[src/sv/hpk_pkg.sv]
// ----------------------------------------------------------------------------
// hpk_pkg
// Types, codes and arithmetic helpers of the grey to 1bpp halftone packer.
// ----------------------------------------------------------------------------
package hpk_pkg;

	typedef logic signed [9:0] err_t;

	typedef struct packed {
		logic [7:0] grey;
		logic       page_start;
	} pix_t;

	typedef struct packed {
		logic [7:0] packed_byte;
		logic       row_last;
	} pbyte_t;

	// operands of the per-pixel decision
	typedef struct packed {
		logic [7:0] grey;
		logic [2:0] phase;
		logic [2:0] col;
		logic       last;
		err_t       carry;
		err_t       store;
		err_t       pend0;
		err_t       pend1;
	} pxin_t;

	typedef struct packed {
		logic black;
		err_t carry_nx;
		err_t below_left;
		err_t pend0_nx;
		err_t pend1_nx;
	} pxres_t;

	localparam logic [1:0] MODE_THRESH  = 2'd0;
	localparam logic [1:0] MODE_SCREEN  = 2'd1;
	localparam logic [1:0] MODE_DIFFUSE = 2'd2;

	localparam logic REG_MODE  = 1'b0;
	localparam logic REG_WIDTH = 1'b1;

	localparam logic [1:0]  MODE_RESET  = MODE_THRESH;
	localparam logic [11:0] WIDTH_RESET = 12'd1248;
	localparam logic [7:0]  BYTE_WHITE  = 8'hFF;
	localparam logic [7:0]  INK_MIN     = 8'd128;
	localparam err_t        VAL_MIN     = 10'sd128;

	localparam logic [5:0] SCREEN [64] = '{
		6'd24, 6'd10, 6'd12, 6'd26, 6'd35, 6'd47, 6'd49, 6'd37,
		6'd8,  6'd0,  6'd2,  6'd14, 6'd45, 6'd59, 6'd61, 6'd51,
		6'd22, 6'd6,  6'd4,  6'd16, 6'd43, 6'd57, 6'd63, 6'd53,
		6'd30, 6'd20, 6'd18, 6'd28, 6'd33, 6'd41, 6'd55, 6'd39,
		6'd34, 6'd46, 6'd48, 6'd36, 6'd25, 6'd11, 6'd13, 6'd27,
		6'd44, 6'd58, 6'd60, 6'd50, 6'd9,  6'd1,  6'd3,  6'd15,
		6'd42, 6'd56, 6'd62, 6'd52, 6'd23, 6'd7,  6'd5,  6'd17,
		6'd32, 6'd40, 6'd54, 6'd38, 6'd31, 6'd21, 6'd19, 6'd29
	};

	// entry * 255 / 64
	function automatic logic [7:0] screen_thr(input logic [2:0] row, input logic [2:0] col);
		logic [5:0]  e;
		logic [13:0] p;
		e = SCREEN[{row, col}];
		p = {e, 8'd0} - {8'd0, e};
		return p[13:6];
	endfunction

	function automatic logic signed [13:0] ext14(input err_t e);
		return {{4{e[9]}}, e};
	endfunction

	function automatic err_t sat10(input logic signed [13:0] v);
		err_t r;
		if (v > 14'sd511) begin
			r = 10'sd511;
		end else if (v < -14'sd512) begin
			r = -10'sd512;
		end else begin
			r = v[9:0];
		end
		return r;
	endfunction

	// divide by 16, rounding toward zero
	function automatic logic signed [13:0] div16(input logic signed [13:0] p);
		logic signed [13:0] q;
		if (p < 14'sd0) begin
			q = (p + 14'sd15) >>> 4;
		end else begin
			q = p >>> 4;
		end
		return q;
	endfunction

endpackage

[src/sv/hpk_pixel.sv]
// ----------------------------------------------------------------------------
// hpk_pixel
// Per-pixel dot decision and error shares for all three halftone modes.
// ----------------------------------------------------------------------------
module hpk_pixel import hpk_pkg::*; (
	input  logic [1:0] mode,
	input  pxin_t      px,
	output pxres_t     res
);

	logic [7:0]         ink;
	logic [7:0]         thr;
	logic signed [13:0] sum;
	logic signed [13:0] errv;
	err_t               val;
	logic               black;

	assign ink = ~px.grey;
	assign thr = screen_thr(px.phase, px.col);
	assign sum = $signed({6'd0, ink}) + ext14(px.carry) + ext14(px.store);
	assign val = sat10(sum);

	always_comb begin
		unique case (mode)
			MODE_SCREEN:  black = ink > thr;
			MODE_DIFFUSE: black = val >= VAL_MIN;
			default:      black = ink >= INK_MIN;
		endcase
	end

	// other modes spread a zero error
	assign errv = (mode == MODE_DIFFUSE) ? ext14(val) - (black ? 14'sd255 : 14'sd0) : 14'sd0;

	always_comb begin
		res.black      = black;
		res.carry_nx   = px.last ? '0 : sat10(div16(errv * 14'sd7));
		res.below_left = sat10(ext14(px.pend0) + div16(errv * 14'sd3));
		res.pend0_nx   = sat10(ext14(px.pend1) + div16(errv * 14'sd5));
		res.pend1_nx   = sat10(div16(errv));
	end

endmodule

[config.mk]
export PLATFORM = sky130hd
export DESIGN_NAME = hpk_pixel
export DESIGN_NICKNAME = d
export VERILOG_FILES = /design/src/sv/hpk_pkg.sv /design/src/sv/hpk_pixel.sv
export SDC_FILE = /design/constraint.sdc
export NUM_CORES = 1
export LEC_CHECK = 0
export BUFFER_PORTS_ARGS = -buffer_cell sky130_fd_sc_hd__buf_2
export CAP_MARGIN = 0
export CORE_MARGIN = 10
export CORE_UTILIZATION = 55
export DETAILED_ROUTE_END_ITERATION = 7
export GPL_TIMING_DRIVEN = 0
export PLACE_DENSITY = 0.79
export REMOVE_ABC_BUFFERS = 1
export SYNTH_ARGS = -nofsm -noshare
export SYNTH_HDL_FRONTEND = slang
export SYNTH_SLANG_ARGS = --single-unit
[constraint.sdc]
create_clock -name vclk -period 17.64
set_input_delay 2.646 -clock vclk [all_inputs]
set_output_delay 2.646 -clock vclk [all_outputs]
set_load 0.05 [all_outputs]
; Word level (Yosys, flattened, before mapping)
; Memory sizes are Yosys's and may differ from the RTL's.
; Cells that the tools add are included.
; W data, S select, Z words.
[op_classes]
n_eq_ne = 2
n_bitwise = 2
multipliers = 3
muxes = 20
add_sub_neg = 10
magnitude_cmp = 18
[op_table]
columns = operator, count
row1 = $mux W10, 11
row2 = $mux W14, 5
row3 = $add A14 B5 Y14 const B, 4
row4 = $gt A14 B10 Y1 const B, 4
row5 = $lt A14 B1 Y1 const B, 4
row6 = $lt A14 B10 Y1 const B, 4
row7 = $add A10 B14 Y14, 2
row8 = $mul A14 B4 Y14 const B, 2
row9 = $mul A14 B3 Y14 const B, 1
row10 = $sub A14 B6 Y14, 1
row11 = $add A11 B10 Y12, 1
row12 = $gt A12 B10 Y1 const B, 1
row13 = $lt A12 B10 Y1 const B, 1
row14 = $mux W6, 2
row15 = $add A9 B10 Y11, 1
row16 = $sub A10 B9 Y11, 1
row17 = $ge A10 B9 Y1 const B, 1
row18 = $ge A8 B8 Y1 const B, 1
row19 = $gt A8 B8 Y1, 1
row20 = $mux W8, 1
row21 = $not A8 Y8, 1
row22 = $ge A7 B7 Y1 const B, 1
row23 = $not A6 Y7, 1
row24 = $eq A2 B1 Y1 const B, 1
row25 = other kinds (2), 2
[totals]
romBits = 384
input_bits = 57
mem_count = 1
out_inout_bits = 41
ff_bits = 0
[memory_table]
columns = memory, depth, width, read_ports, rd_clocked_by_memory_dff, write_ports, line
row1 = (no name shown), 64, 6, 1, 0, 0, hpk_pkg.sv:67  ; e = SCREEN[{row, col}];

; Logic depth before layout (Yosys ltp)
; Gate-level depths: netlist of run 1.
[depth]
word_depth = 18
depth_mapped = 51
ltp_nobuf = 51

; Least setup slack after synthesis of run 1
; No wires, ideal clock.
[synth_path]
kind = input to output
startpoint = input px[43] (netlist name)
endpoint = output res[18] (netlist name)
arrival_time_ns = 13.310
setup_slack_ns = 1.684
path_stages = 45
cell_sequence = clkbuf_1 xor2_1 mux2i_1 mux2i_1 o21ai_0 nand3_1 or2_2 nor2_1 ha_1 nor2b_1 o21a_1 o21ai_0 nand2b_1 a21oi_1 o21ai_0 o311a_1 a311oi_1 a21o_1 (+9 left out) a2111o_1 and3_1 o21ai_0 a21oi_1 or2_2 and3_1 xor2_1 ha_1 a21o_1 a21oi_1 nand2b_1 a21boi_0 or4_1 o311ai_0 o21ai_0 clkbuf_1 nor2_1 nor4_1
[synth_rtl]
columns = item, line
row1 = start: declaration, hpk_pixel.sv:7  ; input pxin_t px,
row2 = end: declaration, hpk_pixel.sv:8  ; output pxres_t res

==> summary.md, run 1 <==
| Metric | Value |
|---|---|
| GR peak layer | `met2` |
| Clock buf count | `0` |
| Synth Area in Compound Gates | `0.283` |
| Core area | `10,400 sq um` |
| PwrDens | `180 nW/um^2` |
| Total grt overflow | `0` |
| IO Pins | `98` |
| Critical path class | `in -> out` |
| Run status | `completed` |
| Iter 0 DRT Violations | `308` |
| Post-Synth XOR/XNOR Area | `0.103` |
| Worst EP required | `14.99 ns` |
| P_leak | `3.22 nW` |
| Global placer's final weighted congestion | `0.916` |
| # rows | `37` |
| Peak supply drop | `0.197 mV` |
| CP arrival | `13.81 ns` |
| Seq cells | `0` |
| Post-cts sizing count | `0` |
| Critical Path End Type | `output port` |
| Period utilization | `0.933` |
| Post-place setup slack | `0.699 ns` |
| Post-synthesis mux area share | `0.00863` |
| CP dominant cell by count | `o21ai_0` |
| Post-CTS Hold Fix Bufs | `0` |
| Synth cell types | `84` |
| RSZ-0062 raised after global routing | `false` |
| Chip height | `124 um` |
| Antenna Nets Post-Route | `0` |
| Via count | `5,966` |
| Met3 Track Usage GR | `0.0158` |
| Setup WS post-layout | `1.18 ns` |
| F_max | `60.8 MHz` |
| Area grow syn2layout | `9.97%` |
| Aggregate global-route resource usage | `0.182` |
| Startpoint types | `input port` |
| Drt pass-1 iters | `5` |
| Detailed Place HPWL | `12.6 mm` |
| Initial Utilization | `0.571` |
| First-pass GRT wire length | `24.6 mm` |
| Worst-Margin Slew | `0.777 ns` |
| CP max-delay cell | `xor2_1` |
| DRC Markers | `0` |
| Initial antenna violation count | `0` |
| Top post-synthesis cells by area | `ha_1, fa_1, xnor2_1` |
| Crit Path Max Fanout | `11` |
| Layout cells sized above 1 | `0.151` |
| Most frequent cells in the layout | `ha_1, buf_2, inv_1` |
| Inst Count DP | `1,031` |
| Vias per cell | `5.79` |
| Commonest non-fill, non-tap cell in the layout | `ha_1` |
| Final setup vio count | `0` |
| M1 GR Usage | `0.240` |
| Largest net degree at the start of global routing | `19` |
| Synth Warn # | `0` |
| Post-Synthesis Cells | `810` |
| Register area share after synthesis | `0` |
| Cell area after synthesis | `5950 sq um` |
| Routed WL | `14.5 mm` |
| Max Slew Vio Count | `0` |
| WHS Path Cells | `3` |
| Simple-Gate Fraction of Synth Area | `0.227` |
| Main combinational cell family by area after synthesis | `adder cells` |
| Hold WC Path Type | `in -> out` |
| I/O Buffers | `98` |
| Post-synth top area share | `0.227` |
| Adder-Cell Fraction of Synth Area | `0.316` |
| CP peak stage delay | `0.57 ns` |
| Final Non-Filler Cells | `1,031` |
| Fin. Hold Viols | `0` |
| Vias in the first global route | `5,618` |
| Antenna Cells | `0` |
| Syn avg cell area | `7.34 sq um` |
| Die area | `15,400 sq um` |
| Total negative slack | `0 ns` |
| Layout net count | `1,084` |
| Max Cap Violations | `0` |
| Cell taking the most area after synthesis | `ha_1` |
| Rel. slew slack | `0.478` |
| Hold slack | `5.76 ns` |
| Tmin final | `16.46 ns` |
| Met2 Use GR | `0.317` |
| WL/cell | `14.1 um` |
| Die span in x | `124 um` |
| Post-CTS setup buffers | `0` |
| Total Power | `1.17 mW` |
| FF/Latch Area | `0 sq um` |
-- layout make-up --
type | count | area [sq um]
well taps | 136 | 170
repair buffers | 98 | 490
inverters | 78 | 295
fillers | 995 | 3880
multi-input cells | 719 | 5580
-- worst paths after layout --
check	startpoint	end
max	px[46]	res[24]
min	px[40]	res[37]
-- per-layer routing --
| layer | routed length [um] | part of all wire | vias to the layer above |
|---|---|---|---|
| li1 | - | - | 3120 |
| met1 | 6790 | 0.47 | 2699 |
| met2 | 6700 | 0.46 | 131 |
| met3 | 797 | 0.055 | 16 |
| met4 | 208 | 0.014 | 0 |
| met5 | 0 | 0 | - |
-- synth_stat cells, types with 4 or more instances --
cell type,n
o21ai_0,45
and2_1,5
a211oi_1,18
ha_1,108
maj3_2,6
o21a_1,15
fa_1,22
a21oi_1,63
nor4b_1,4
xnor2_1,41
a21boi_0,8
mux2i_1,4
nand2_1,67
a21o_1,12
o21ai_1,7
nor4_1,7
nand2b_1,16
nor2_1,62
or2_2,9
nand4_1,4
a31oi_1,4
nor2b_1,21
clkbuf_1,7
nor3_1,18
nand3_1,19
xor2_1,26
o211ai_1,15
and3_1,9
or3_1,8
inv_1,77
o31ai_1,7
-- metrics by stage --
stage          instance area (sq um)  utilization
2_1_floorplan                   5870            -
3_3_place_gp                    6530        0.627
3_5_place_dp                    6530        0.627
4_1_cts                         6530        0.627
5_1_grt                         6540        0.628
6_report                        6540        0.628
-- logic make-up after synthesis --
family	Yosys count
simple gates	265
compound gates	243
fa+ha+maj	138
buf+inv	91
xor+xnor	68
mux	5
-- critical path: cells and delay by family --
family | cells | cell delay (ns)
compound gates | 21 | 4.62
xor+xnor | 4 | 1.26
fa+ha+maj | 7 | 2.20
buf+inv | 3 | 0.51
mux | 2 | 0.34
simple gates | 11 | 2.17
-- where the power goes --
part | total (mW) | switching, mW | internal, mW
Sequential | 0 | 0 | 0
Combinational | 1.17 | 0.778 | 0.396
Clock | 0 | 0 | 0
(Power assumes the default switching activity.)
==> inputs of run 2 (changes only) <==
BUFFER_PORTS_ARGS = -buffer_cell sky130_fd_sc_hd__buf_4   (was -buffer_cell sky130_fd_sc_hd__buf_2)
==> run 2 against run 1 <==
  * Clock-buffer cell count is the same
  * First-iteration DRC count grew 6.2%
  * Sequential cell count is the same
  * Setup slack lost 0.22 ns
  * Die area is the same
  * Global-route usage grew 1.5 points
  * Cell area grew 3.8%
  * Worst hold slack lost 0.064 ns
  * Maximum frequency shrank 1.3%
  * Non-clock buffer count is the same
  * Sequential share of layout area is the same
  * Final cell count is the same
  * Critical endpoint is now res[14]
  * Largest cell class unchanged
  * Largest power group unchanged
  * Highest routed layer unchanged
==> summary.md, run 2 (synthesis results as in run 1) <==
| Metric | Value |
|---|---|
| FF/Latch Area | `0 sq um (unchanged)` |
| P_leak | `3.29 nW (+2.2%)` |
| Crit Path Max Fanout | `11 (unchanged)` |
| Clock buf count | `0 (unchanged)` |
| Startpoint types | `input port` |
| Filler instances | `949 (-4.6%)` |
| Hold WC Path Type | `in -> out` |
| Initial Utilization | `0.571 (unchanged)` |
| Initial antenna violation count | `0 (unchanged)` |
| Layout net count | `1,084 (unchanged)` |
| Vias per cell | `5.99 (+3.6%)` |
| RSZ-0062 raised after global routing | `false` |
| Fin. Hold Viols | `0 (unchanged)` |
| Die span in x | `124 um (unchanged)` |
| CP dominant cell by count | `o21ai_0` |
| DRC Markers | `0 (unchanged)` |
| Antenna Nets Post-Route | `0 (unchanged)` |
| WL/cell | `15.3 um (+8.7%)` |
| Most frequent cells in the layout | `ha_1, buf_4, inv_1` |
| CP peak stage delay | `0.72 ns (+0.15 ns)` |
| Switching Fraction | `0.643 (-0.0201)` |
| Area grow syn2layout | `14.1%` |
| F_max | `60.0 MHz (-1.3%)` |
| Worst-Margin Slew | `0.882 ns (+0.104 ns)` |
| Post-CTS setup buffers | `0 (unchanged)` |
| Total grt overflow | `0 (unchanged)` |
| Die area | `15,400 sq um (unchanged)` |
| Setup WS post-layout | `0.961 ns (-0.222 ns)` |
| Number of cells on the critical path | `47 (-2.1%)` |
| Vias in the first global route | `6,034 (+7.4%)` |
| Hold slack | `5.69 ns (-0.0635 ns)` |
| Sw power | `0.802 mW (+3.0%)` |
| Commonest non-fill, non-tap cell in the layout | `ha_1` |
| Final Util | `0.651 (+0.0235)` |
| Aggregate global-route resource usage | `0.196 (+0.0146)` |
| Comb pwr share | `1.000 (about the same)` |
| CP arrival | `14.03 ns (+0.22 ns)` |
| Bufs and invs on worst path | `3 (unchanged)` |
| Iter 0 DRT Violations | `327 (+6.2%)` |
| Final setup vio count | `0 (unchanged)` |
| WHS Path Cells | `3 (unchanged)` |
| Largest net degree at the start of global routing | `19 (unchanged)` |
| # rows | `37 (unchanged)` |
| Routed WL | `15.7 mm (+8.7%)` |
| Critical path class | `in -> out` |
| Period utilization | `0.945 (+0.0126)` |
| Critical Path End Type | `output port` |
| Seq cells | `0 (unchanged)` |
| Antenna Cells | `0 (unchanged)` |
| Max Slew Vio Count | `0 (unchanged)` |
| Global placer's final weighted congestion | `0.942 (+2.8%)` |
| Via count | `6,180 (+3.6%)` |
| Worst EP required | `14.99 ns (about the same)` |
| Sequential power share | `0 (unchanged)` |
| IO Pins | `98 (unchanged)` |
| Clock network fraction of total power | `0 (unchanged)` |
| Drt pass-1 iters | `4 (-1)` |
| Int Power | `0.446 mW (+13%)` |
| Rel. slew slack | `0.406 (-0.0723)` |
| Detailed Place HPWL | `13.7 mm (+8.6%)` |
| PwrDens | `184 nW/um^2 (+2.4%)` |
| Total negative slack | `0 ns (unchanged)` |
| Tmin final | `16.68 ns (+0.222 ns)` |
| Chip height | `124 um (unchanged)` |
| Post-place setup slack | `0.653 ns (-0.0467 ns)` |
| First-pass GRT wire length | `26.4 mm (+7.5%)` |
| Peak supply drop | `0.211 mV (+7.5%)` |
| Cell family with most CP delay | `compound AO/OA/AOI/OAI gates` |
| Layout cells sized above 1 | `0.151 (unchanged)` |
| Total Power | `1.25 mW (+6.3%)` |
| I/O Buffers | `98 (unchanged)` |
| Multi-input logic area | `5580 sq um (unchanged)` |
| Run status | `completed` |
| Core area | `10,400 sq um (unchanged)` |
| CP max-delay cell | `o21ai_0` |
| Max Cap Violations | `0 (unchanged)` |
## run 2: cell counts in the layout (fill, tap and decap cells not counted)
No cell type changed its count.
## run 2: worst paths after layout
kind / startpoint / to / slack [ns]
max: px[46] / res[14] / 0.96
min: px[40] / res[30] / 5.69
## run 2: timing repair
action                     in CTS  in global routing
hold buffers                    0                  0
setup endpoints to repair       0                 18
gates resized for setup         0                  3
## run 2: layout make-up
cell class         count  share of cell area
well taps            136              0.0251
repair buffers        98               0.108
multi-input cells    719               0.823
inverters             78              0.0435
## run 2: routing by layer
metal / wire, um / GRT usage / vias to the layer above
met5: 0 / 0 / -
met4: 107 / 0.0180 / 0
met3: 910 / 0.0154 / 11
met2: 7870 / 0.375 / 156
met1: 6860 / 0.241 / 2885
li1: - / - / 3128
## run 2: power by group through the flow
stage | Combinational, mW | Sequential, mW | Clock, mW
finish | 1.25 | 0 | 0
global route | 1.36 | 0 | 0
CTS | 1.24 | 0 | 0
detailed placement | 1.23 | 0 | 0
global placement | 1.20 | 0 | 0
floorplan | 0.946 | 0 | 0
## run 2: through the flow
step	area [sq um]	instances
final	6780	1031
after global routing	6780	1031
after CTS	6770	1031
after detailed placement	6770	1031
after global placement	6770	1031
after floorplan	5870	797
